==> src/jftm_pkg.sv <==
// ----------------------------------------------------------------------------
// Joystick frame thruster mixer package
// Constants and types shared by the mixer and its port checker.
// ----------------------------------------------------------------------------
package jftm_pkg;

  localparam int unsigned BYTE_W       = 8;
  localparam int unsigned WORD_W       = 16;
  localparam int unsigned POS_W        = 4;
  localparam int unsigned NUM_AXES     = 6;
  localparam int unsigned AXIS_IDX_W   = 3;
  localparam int unsigned FRAME_BYTES  = 14;
  localparam int unsigned AXIS_BYTES   = 12;

  localparam int unsigned NEUTRAL_W    = 11;
  localparam int unsigned GAIN_W       = 9;
  localparam int unsigned CFG_DATA_W   = 11;
  localparam int unsigned CFG_IDX_W    = 1;
  localparam int unsigned WIDTH_W      = 12;

  localparam int unsigned NUM_THR      = 6;
  localparam int unsigned NUM_HORIZ    = 4;
  localparam int unsigned SUM_W        = 18;
  localparam int unsigned MAG_W        = 17;
  localparam int unsigned PROD_W       = MAG_W + GAIN_W;
  localparam int unsigned H_SHIFT      = 16;
  localparam int unsigned V_SHIFT      = 17;
  localparam int unsigned HI_W         = PROD_W - H_SHIFT;
  localparam int unsigned Q_W          = PROD_W - V_SHIFT;
  localparam int unsigned RECIP3       = 683;
  localparam int unsigned RECIP3_W     = 10;
  localparam int unsigned RECIP3_SHIFT = 11;
  localparam int unsigned RES_W        = WIDTH_W + 1;

  localparam logic [CFG_IDX_W-1:0]  CFG_NEUTRAL = 1'd0;
  localparam logic [CFG_IDX_W-1:0]  CFG_GAIN    = 1'd1;
  localparam logic [NEUTRAL_W-1:0]  NEUTRAL_RST = 11'd1500;
  localparam logic [GAIN_W-1:0]     GAIN_RST    = 9'd200;

  typedef enum logic [AXIS_IDX_W-1:0] {
    AX_LX = 3'd0,
    AX_LY = 3'd1,
    AX_LZ = 3'd2,
    AX_RX = 3'd3,
    AX_RY = 3'd4,
    AX_RZ = 3'd5
  } axis_t;

  typedef struct packed {
    logic [WORD_W-1:0] buttons;
    logic              armed;
    logic              frame_done;
  } meta_t;

endpackage

==> src/joystick_frame_thruster_mixer.sv <==
// ----------------------------------------------------------------------------
// Joystick frame thruster mixer
// Assembles command frame bytes and mixes the axes into six thruster widths.
// ----------------------------------------------------------------------------
// The block takes one frame byte per clock and returns one result beat per
// byte, through three registered stages: a byte assembly and axis sum stage,
// a gain multiply stage, and a scaling stage that divides by the split and
// adds the neutral width. The three stages advance together whenever the
// output register is empty or being taken, so a new byte is accepted in
// every cycle in which the result side does not stall.
module joystick_frame_thruster_mixer
  import jftm_pkg::*;
(
  input  logic                  clk,
  input  logic                  rst_n,
  input  logic                  cfg_we,
  input  logic [CFG_IDX_W-1:0]  cfg_index,
  input  logic [CFG_DATA_W-1:0] cfg_wdata,
  input  logic                  in_valid,
  output logic                  in_ready,
  input  logic [BYTE_W-1:0]     in_rx_byte,
  output logic                  out_valid,
  input  logic                  out_ready,
  output logic [WIDTH_W-1:0]    out_front_right_width,
  output logic [WIDTH_W-1:0]    out_front_left_width,
  output logic [WIDTH_W-1:0]    out_back_right_width,
  output logic [WIDTH_W-1:0]    out_back_left_width,
  output logic [WIDTH_W-1:0]    out_right_vertical_width,
  output logic [WIDTH_W-1:0]    out_left_vertical_width,
  output logic [WORD_W-1:0]     out_buttons,
  output logic                  out_armed,
  output logic                  out_frame_done
);

  logic [NEUTRAL_W-1:0] neutral_r;
  logic [GAIN_W-1:0]    gain_r;

  logic [POS_W-1:0]     pos_r, pos_nxt;
  logic [WORD_W-1:0]    axes_r [NUM_AXES];
  logic [WORD_W-1:0]    axes_nxt [NUM_AXES];
  logic [WORD_W-1:0]    btn_r, btn_nxt;
  logic                 armed_r, armed_nxt;
  logic                 done_nxt;

  logic                 advance, accept;
  logic                 v1_r, v2_r, out_valid_r;

  logic signed [SUM_W-1:0] sum [NUM_THR];
  logic [MAG_W-1:0]     mag_nxt [NUM_THR];
  logic [MAG_W-1:0]     mag_r [NUM_THR];
  logic [NUM_THR-1:0]   neg_nxt, neg1_r, neg2_r;
  meta_t                meta1_r, meta2_r, meta_out_r;

  logic [PROD_W-1:0]    prod_nxt [NUM_THR];
  logic [PROD_W-1:0]    prod_r [NUM_THR];

  logic [WIDTH_W-1:0]   width_nxt [NUM_THR];
  logic [WIDTH_W-1:0]   width_r [NUM_THR];

  logic signed [SUM_W-1:0] lx, ly, lz, ry, rz;
  logic [AXIS_IDX_W-1:0]   ax_idx;

  assign advance  = !out_valid_r || out_ready;
  assign accept   = in_valid && advance;
  assign in_ready = advance;

  always_ff @(posedge clk) begin
    if (!rst_n) begin
      neutral_r <= NEUTRAL_RST;
      gain_r    <= GAIN_RST;
    end else if (cfg_we) begin
      unique case (cfg_index)
        CFG_NEUTRAL: neutral_r <= cfg_wdata[NEUTRAL_W-1:0];
        CFG_GAIN:    gain_r    <= cfg_wdata[GAIN_W-1:0];
        default:     ;
      endcase
    end
  end

  always_comb begin
    axes_nxt = axes_r;
    btn_nxt  = btn_r;
    ax_idx   = pos_r[POS_W-1:1];
    if (pos_r < POS_W'(AXIS_BYTES)) begin
      if (!pos_r[0]) begin
        axes_nxt[ax_idx] = {in_rx_byte, BYTE_W'(0)};
      end else begin
        axes_nxt[ax_idx] = axes_r[ax_idx] | {BYTE_W'(0), in_rx_byte};
      end
    end else begin
      if (!pos_r[0]) begin
        btn_nxt = {in_rx_byte, BYTE_W'(0)};
      end else begin
        btn_nxt = btn_r | {BYTE_W'(0), in_rx_byte};
      end
    end
    done_nxt = (pos_r == POS_W'(FRAME_BYTES - 1));
    if (pos_r >= POS_W'(FRAME_BYTES - 1)) begin
      pos_nxt = '0;
    end else begin
      pos_nxt = pos_r + POS_W'(1);
    end
    armed_nxt = armed_r || (btn_nxt != '0);
  end

  always_comb begin
    lx = SUM_W'(signed'(axes_nxt[AX_LX]));
    ly = SUM_W'(signed'(axes_nxt[AX_LY]));
    lz = SUM_W'(signed'(axes_nxt[AX_LZ]));
    ry = SUM_W'(signed'(axes_nxt[AX_RY]));
    rz = SUM_W'(signed'(axes_nxt[AX_RZ]));
    sum[0] = -lx + ly - rz;
    sum[1] =  lx + ly + rz;
    sum[2] =  lx - ly - rz;
    sum[3] = -lx - ly + rz;
    sum[4] = -lz + ry;
    sum[5] = -lz - ry;
    for (int i = 0; i < NUM_THR; i++) begin
      neg_nxt[i] = sum[i][SUM_W-1];
      if (sum[i][SUM_W-1]) begin
        mag_nxt[i] = MAG_W'(-sum[i]);
      end else begin
        mag_nxt[i] = MAG_W'(sum[i]);
      end
    end
  end

  always_comb begin
    for (int i = 0; i < NUM_THR; i++) begin
      prod_nxt[i] = PROD_W'(mag_r[i]) * PROD_W'(gain_r);
    end
  end

  always_comb begin
    logic [HI_W-1:0]             hi;
    logic [HI_W+RECIP3_W-1:0]    scaled;
    logic [Q_W-1:0]              q;
    logic signed [RES_W-1:0]     res;
    for (int i = 0; i < NUM_THR; i++) begin
      hi     = prod_r[i][PROD_W-1:H_SHIFT];
      scaled = (HI_W+RECIP3_W)'(hi) * (HI_W+RECIP3_W)'(RECIP3);
      if (i < NUM_HORIZ) begin
        q = scaled[RECIP3_SHIFT +: Q_W];
      end else begin
        q = prod_r[i][PROD_W-1:V_SHIFT];
      end
      if (neg2_r[i]) begin
        res = RES_W'(neutral_r) - RES_W'(q);
      end else begin
        res = RES_W'(neutral_r) + RES_W'(q);
      end
      if (!meta2_r.armed) begin
        width_nxt[i] = WIDTH_W'(neutral_r);
      end else if (res[RES_W-1]) begin
        width_nxt[i] = '0;
      end else begin
        width_nxt[i] = res[WIDTH_W-1:0];
      end
    end
  end

  always_ff @(posedge clk) begin
    if (!rst_n) begin
      pos_r       <= '0;
      btn_r       <= '0;
      armed_r     <= 1'b0;
      v1_r        <= 1'b0;
      v2_r        <= 1'b0;
      out_valid_r <= 1'b0;
      for (int i = 0; i < NUM_AXES; i++) begin
        axes_r[i] <= '0;
      end
    end else begin
      if (accept) begin
        pos_r   <= pos_nxt;
        btn_r   <= btn_nxt;
        armed_r <= armed_nxt;
        axes_r  <= axes_nxt;
      end
      if (advance) begin
        v1_r        <= in_valid;
        v2_r        <= v1_r;
        out_valid_r <= v2_r;
      end
    end
  end

  always_ff @(posedge clk) begin
    if (advance) begin
      mag_r      <= mag_nxt;
      neg1_r     <= neg_nxt;
      meta1_r    <= '{buttons: btn_nxt, armed: armed_nxt, frame_done: done_nxt};
      prod_r     <= prod_nxt;
      neg2_r     <= neg1_r;
      meta2_r    <= meta1_r;
      width_r    <= width_nxt;
      meta_out_r <= meta2_r;
    end
  end

  assign out_valid                = out_valid_r;
  assign out_front_right_width    = width_r[0];
  assign out_front_left_width     = width_r[1];
  assign out_back_right_width     = width_r[2];
  assign out_back_left_width      = width_r[3];
  assign out_right_vertical_width = width_r[4];
  assign out_left_vertical_width  = width_r[5];
  assign out_buttons              = meta_out_r.buttons;
  assign out_armed                = meta_out_r.armed;
  assign out_frame_done           = meta_out_r.frame_done;

endmodule

==> config.mk <==
export PLATFORM = sky130hd
export DESIGN_NAME = joystick_frame_thruster_mixer
export DESIGN_NICKNAME = d
export VERILOG_FILES = /design/src/jftm_pkg.sv /design/src/joystick_frame_thruster_mixer.sv
export SDC_FILE = /design/constraint.sdc
export NUM_CORES = 2
export LEC_CHECK = 0
export CAP_MARGIN = 20
export CELL_PAD_IN_SITES_DETAIL_PLACEMENT = 0
export CELL_PAD_IN_SITES_GLOBAL_PLACEMENT = 1
export CORE_ASPECT_RATIO = 0.5
export CORE_UTILIZATION = 53
export DETAILED_ROUTE_END_ITERATION = 16
export DONT_BUFFER_PORTS = 1
export PLACE_DENSITY_LB_ADDON = 0.12
export SYNTH_ARGS = -nofsm -noshare
export SYNTH_HDL_FRONTEND = slang
export SYNTH_SLANG_ARGS = --single-unit
==> constraint.sdc <==
create_clock -name clk -period 15.7 [get_ports clk]
set_clock_uncertainty 0.05 [all_clocks]
set_input_delay 3.925 -clock clk [delete_from_list [all_inputs] [get_ports clk]]
set_output_delay 3.925 -clock clk [all_outputs]
set_load 0.005 [all_outputs]
### Word-level counts from Yosys, hierarchy flattened

Index checks and enable logic that the tools add are counted.

| storage, ports and cells | value |
|---|---|
| output and inout bits | 92 |
| bits of input ports | 25 |
| logic and storage cells | 151 |
| flip-flop bits (word level) | 536 |

| operators by class | value |
|---|---|
| add/subtract/negate cells | 31 |
| multiply operators | 10 |
| equal/unequal tests | 1 |
| bitwise operators | 5 |
| muxes and demuxes | 36 |
| order comparisons | 4 |
| reduce and logical (&&, ||, !) cells | 15 |

Operator list:

| operator | number |
|---|---|
| $bwmux W96 | 2 |
| $mux W96 | 2 |
| $mul A17 B9 Y26 | 6 |
| $mux W11 | 12 |
| $mux W17 | 6 |
| $neg A17 Y17 | 6 |
| $mul A10 B10 Y20 const B | 4 |
| $mux W16 | 5 |
| $mux W13 | 6 |
| $add A11 B9 Y12 | 6 |
| $sub A11 B9 Y12 | 6 |
| $add A18 B16 Y18 | 3 |
| $sub A18 B16 Y18 | 3 |
| $bmux W16 S3 | 1 |
| $demux W16 S3 | 1 |
| $neg A16 Y18 | 2 |
| $or A16 B8 Y16 | 2 |
| $add A17 B16 Y18 | 1 |
| $sub A17 B16 Y18 | 1 |
| $add A16 B16 Y17 | 1 |
| $sub A16 B16 Y17 | 1 |
| $reduce_bool A16 Y1 | 1 |
| $reduce_or A2 Y1 | 6 |
| $ge A4 B4 Y1 const B | 2 |
| 11 further kinds | 16 |

### Logic depth before layout (Yosys ltp)

| logic depth | value |
|---|---|
| depth in word-level cells | 13 |
| depth in mapped cells | 30 |

### Worst setup path before layout

Ideal clock, no wire load.

| path | value |
|---|---|
| path kind | in2out |
| from | input out_ready |
| to | output in_ready |
| stages | 2 |
| required time | 11.725 ns |
| path buffers | 0 |
| arrival | 9.761 ns |
| slack | 1.964 ns |
| path through | nor2b_1 > inv_1 |

| between the ends | value |
|---|---|
| word-level cells in the longest chain between the ends | 1 |

RTL lines:

| what | line | RTL |
|---|---|---|
| start, declared | joystick_frame_thruster_mixer.sv:23 | `input logic out_ready,` |
| $logic_or A1 B1 Y1 | joystick_frame_thruster_mixer.sv:63 | `assign advance = !out_valid_r \|\| out_ready;` |
| end, declared | joystick_frame_thruster_mixer.sv:20 | `output logic in_ready,` |

Every way passes these cells.

==> metrics <==
fill cell total of the finished layout=roughly 10,000; worst min path class=reg -> reg; H-tree depth=2; Port Buffer Count=0; Worst Setup End Kind=flip-flop; CP Class=in -> reg; DR vias/cell=5.59; RSZ-0062 raised after global routing=false; Critical Path RT=roughly 16 ns; initial antenna violation count=6; Setup crit start kind=input pin; CTS resizes=0; Final nets=7,962; largest net degree at the start of global routing=93; proportion of layout cells with a drive suffix above 1=3.09%; Slowest cell on crit path=a31oi_1; Most used DFF post-synth=edfxtp_1; routed wire length=about 160 mm; I/O Pins=117; via count=about 45,000; DP HPWL=128 mm; CP delay by family, top=compound AO/OA/AOI/OAI gates; total negative slack=0 ns; worst r2r src=pos_r[2]$_SDFFE_PN0P_; post-synth cell types=89; Starting Density=~54%; Post-synth EDFFs=around 300; DIE AREA=116,000 µm²; max-cap violations=0; Post-Syn Instances=roughly 6,600; worst path arrival time=between 9 and 10 ns; Final Hold Viols=0; aggregate global routing overflow=0; global-route wire length before repair=roughly 250 mm; clock sink count=about 440; Post CTS Setup Buffer Count=0; initial drt markers=about 3,100; Max-slew headroom=about a quarter; routability cong.=0.920; number of global-route vias before repair=approximately 45,000; Synth warnings=0; clock-pin transition on the worst setup and hold timing paths=roughly 0.06 ns; Tcrit/Tclk final=between 50% and 60%; core area=113,000 µm²; Finish-stage setup viols=0; worst path bufs/invs=1; mapped cell area=~60,000 µm²; Setup crit start=in_rx_byte[4]; crit-path cells=inv_1, o2111ai_1, a31oi_1, o2111ai_1, nor2_1, nand2_1, xor2_1, fa_1, ha_1, a211oi_1, o211a_1, o31ai_1, o2111ai_1, o21ai_0, xor2_1, or4_1, or2_2, o31ai_1, xnor2_1; Clock Path Buffers=3; Routed Antenna Nets=0; Post-DP Area=a little over 60,000 µm²; CP Max Fanout=5; max frequency=between 100 and 150 MHz; hold slack=approximately 0.37 ns; DR pass1 iterations=6; Die X=approximately 480 µm; Synthesized Nets=just over 8,000; WL/cell=a little over 20 µm; Worst-Margin Slew=between 1 and 1.5 ns; number of hold buffers added after cts=0; Seq cells post-synth=435; total CTS buffers=46; Pins Over Slew Limit=0; Area Growth Syn to Fin=4.45%; Seq/Total Area, Yosys=about a fifth; CTS Root Cell=clkbuf_16; worst skew pair latency=~0.64 ns; row count=87; GRT Total Usage=roughly 28%; Critical Path Max Stage Delay=0.55 ns; residual DRC count=0; worst hold start=meta2_r[10]$_DFFE_PN_; Die Y=about 240 µm; status=complete, no violations; cell with the most instances on the worst path=o2111ai_1; CTS tree=built; Async S/R FF share, synth=0%; syn avg cell area=9.21 µm²; post-route cell area=around 63,000 µm²; minimum clock period=~9 ns
[registers in the layout, indices dropped and copies added, names as in the netlist, 4 cells and up, named ones only]
register and cells:
mag_r 99, out_buttons 16, axes_r 80, out_front_left_width 12, meta1_r 18, meta2_r 18
out_right_vertical_width 12, prod_r 58, neutral_r 11, gain_r 9, neg2_r 6, out_back_right_width 12
neg1_r 6, out_front_right_width 12, out_left_vertical_width 12, btn_r 16, pos_r 4, out_back_left_width 12
[path summary, 6_finish.rpt]
| path | end | slack [ns] | depth (start not counted) |
|---|---|---|---|
| worst max-delay path | mag_r[50]$_DFFE_PN_ | 6.86 | 19 |
| worst min-delay path | out_buttons[8]$_DFFE_PN_ | 0.37 | 0 |
| worst max register to register | mag_r[86]$_DFFE_PN_ | 8.22 | 19 |
| worst min register to register | out_buttons[8]$_DFFE_PN_ | 0.37 | 0 |
[synth_stat cells (7+ instances only)]
master	instances	area share [%]
clkbuf_1	193	1.2
a211oi_1	88	1.1
nor2b_1	51	0.53
nand2_1	824	5.1
nand3_1	65	0.54
o31ai_1	20	0.25
a31o_2	9	0.13
o2111ai_1	12	0.17
nand2b_1	34	0.35
nor4_1	15	0.15
fa_1	799	26
a31oi_1	25	0.26
nor3_1	81	0.67
o31a_1	10	0.14
or3_1	27	0.28
o21ba_2	7	0.12
inv_1	1026	6.3
or2_2	10	0.10
a21boi_0	11	0.14
xor2_1	98	1.4
buf_2	8	0.066
o21a_1	54	0.67
a21o_1	50	0.62
edfxtp_1	295	15
and2_1	315	3.2
o21ai_0	199	1.6
xnor2_1	244	3.5
nand4_1	11	0.11
mux2i_1	65	1.1
dfxtp_1	140	4.6
a21oi_1	331	2.7
ha_1	732	15
buf_1	83	0.51
nor2_1	400	2.5
o211ai_1	19	0.23
mux2_2	16	0.30
a22oi_1	15	0.19
and3_1	25	0.26
o21bai_1	58	0.72
a41oi_1	7	0.10
[layout by cell type, fill, tap and decap left out, drive strengths merged, types with 17 or more instances in the layout]
cell    netlist  routed
nand2b       34      34
o31ai        21      21
xnor2       246     246
xor2         98      98
a21oi       331     331
or3          27      27
nor2        400     400
a31oi        25      25
and3         25      25
o21a         54      54
nor4         17      17
nand2       824     824
nor3         81      81
o21ai       202     202
a21o         50      50
edfxtp      295     295
ha          732     732
dfxtp       140     140
a211oi       89      89
o21bai       58      58
clkbuf      193      58
fa          799     799
and2        315     315
inv        1026    1035
buf          99      49
o211ai       20      20
nor2b        51      51
nand3        65      65
mux2i        65      65
[metal layers]
metal / global-route usage [%] / wire length [µm] / up-vias
li1: - / - / 20900
met1: 41.0 / 76800 / 22200
met2: 44.1 / 70000 / 1253
met3: 4.61 / 11100 / 153
met4: 5.31 / 2920 / 2
met5: 0 / 21 / -
[through the flow]
| stage | setup WS (ns) | util (%) | cells |
|---|---|---|---|
| after floorplan | 1.96 | - | 6601 |
| after global placement | 6.03 | 54.7 | 7869 |
| after detailed placement | 5.92 | 54.7 | 7869 |
| after CTS | 6.62 | 56.0 | 7955 |
| after global routing | 6.52 | 56.1 | 7957 |
| final | 6.86 | 56.1 | 7960 |
[cell families after synthesis]
logic type	count (synthesis)	share of synthesized area (%)
AO/OA/AOI/OAI	988	10.3
XOR/XNOR	345	5.02
adder cells (fa/ha/maj)	1531	41.4
buffers and inverters	1322	8.26
flip-flops	435	19.2
multiplexers	83	1.44
AND/OR/NAND/NOR	1897	14.4
[cell type report]
cell class                 instances  area, µm²  area share, %
tap                             1513       1890           2.98
antenna                            3       7.51         0.0118
clock inverter                    28        352          0.554
clock buffer                      58       1200           1.88
multi-input combinational       4844      44100           69.5
timing repair buffer              49        368          0.580
sequential                       435      11700           18.4
inverter                        1030       3880           6.11
Power is left out: the tool's default activity adds up to more than one toggle a clock period on the data nets, which glitch-free logic cannot reach.
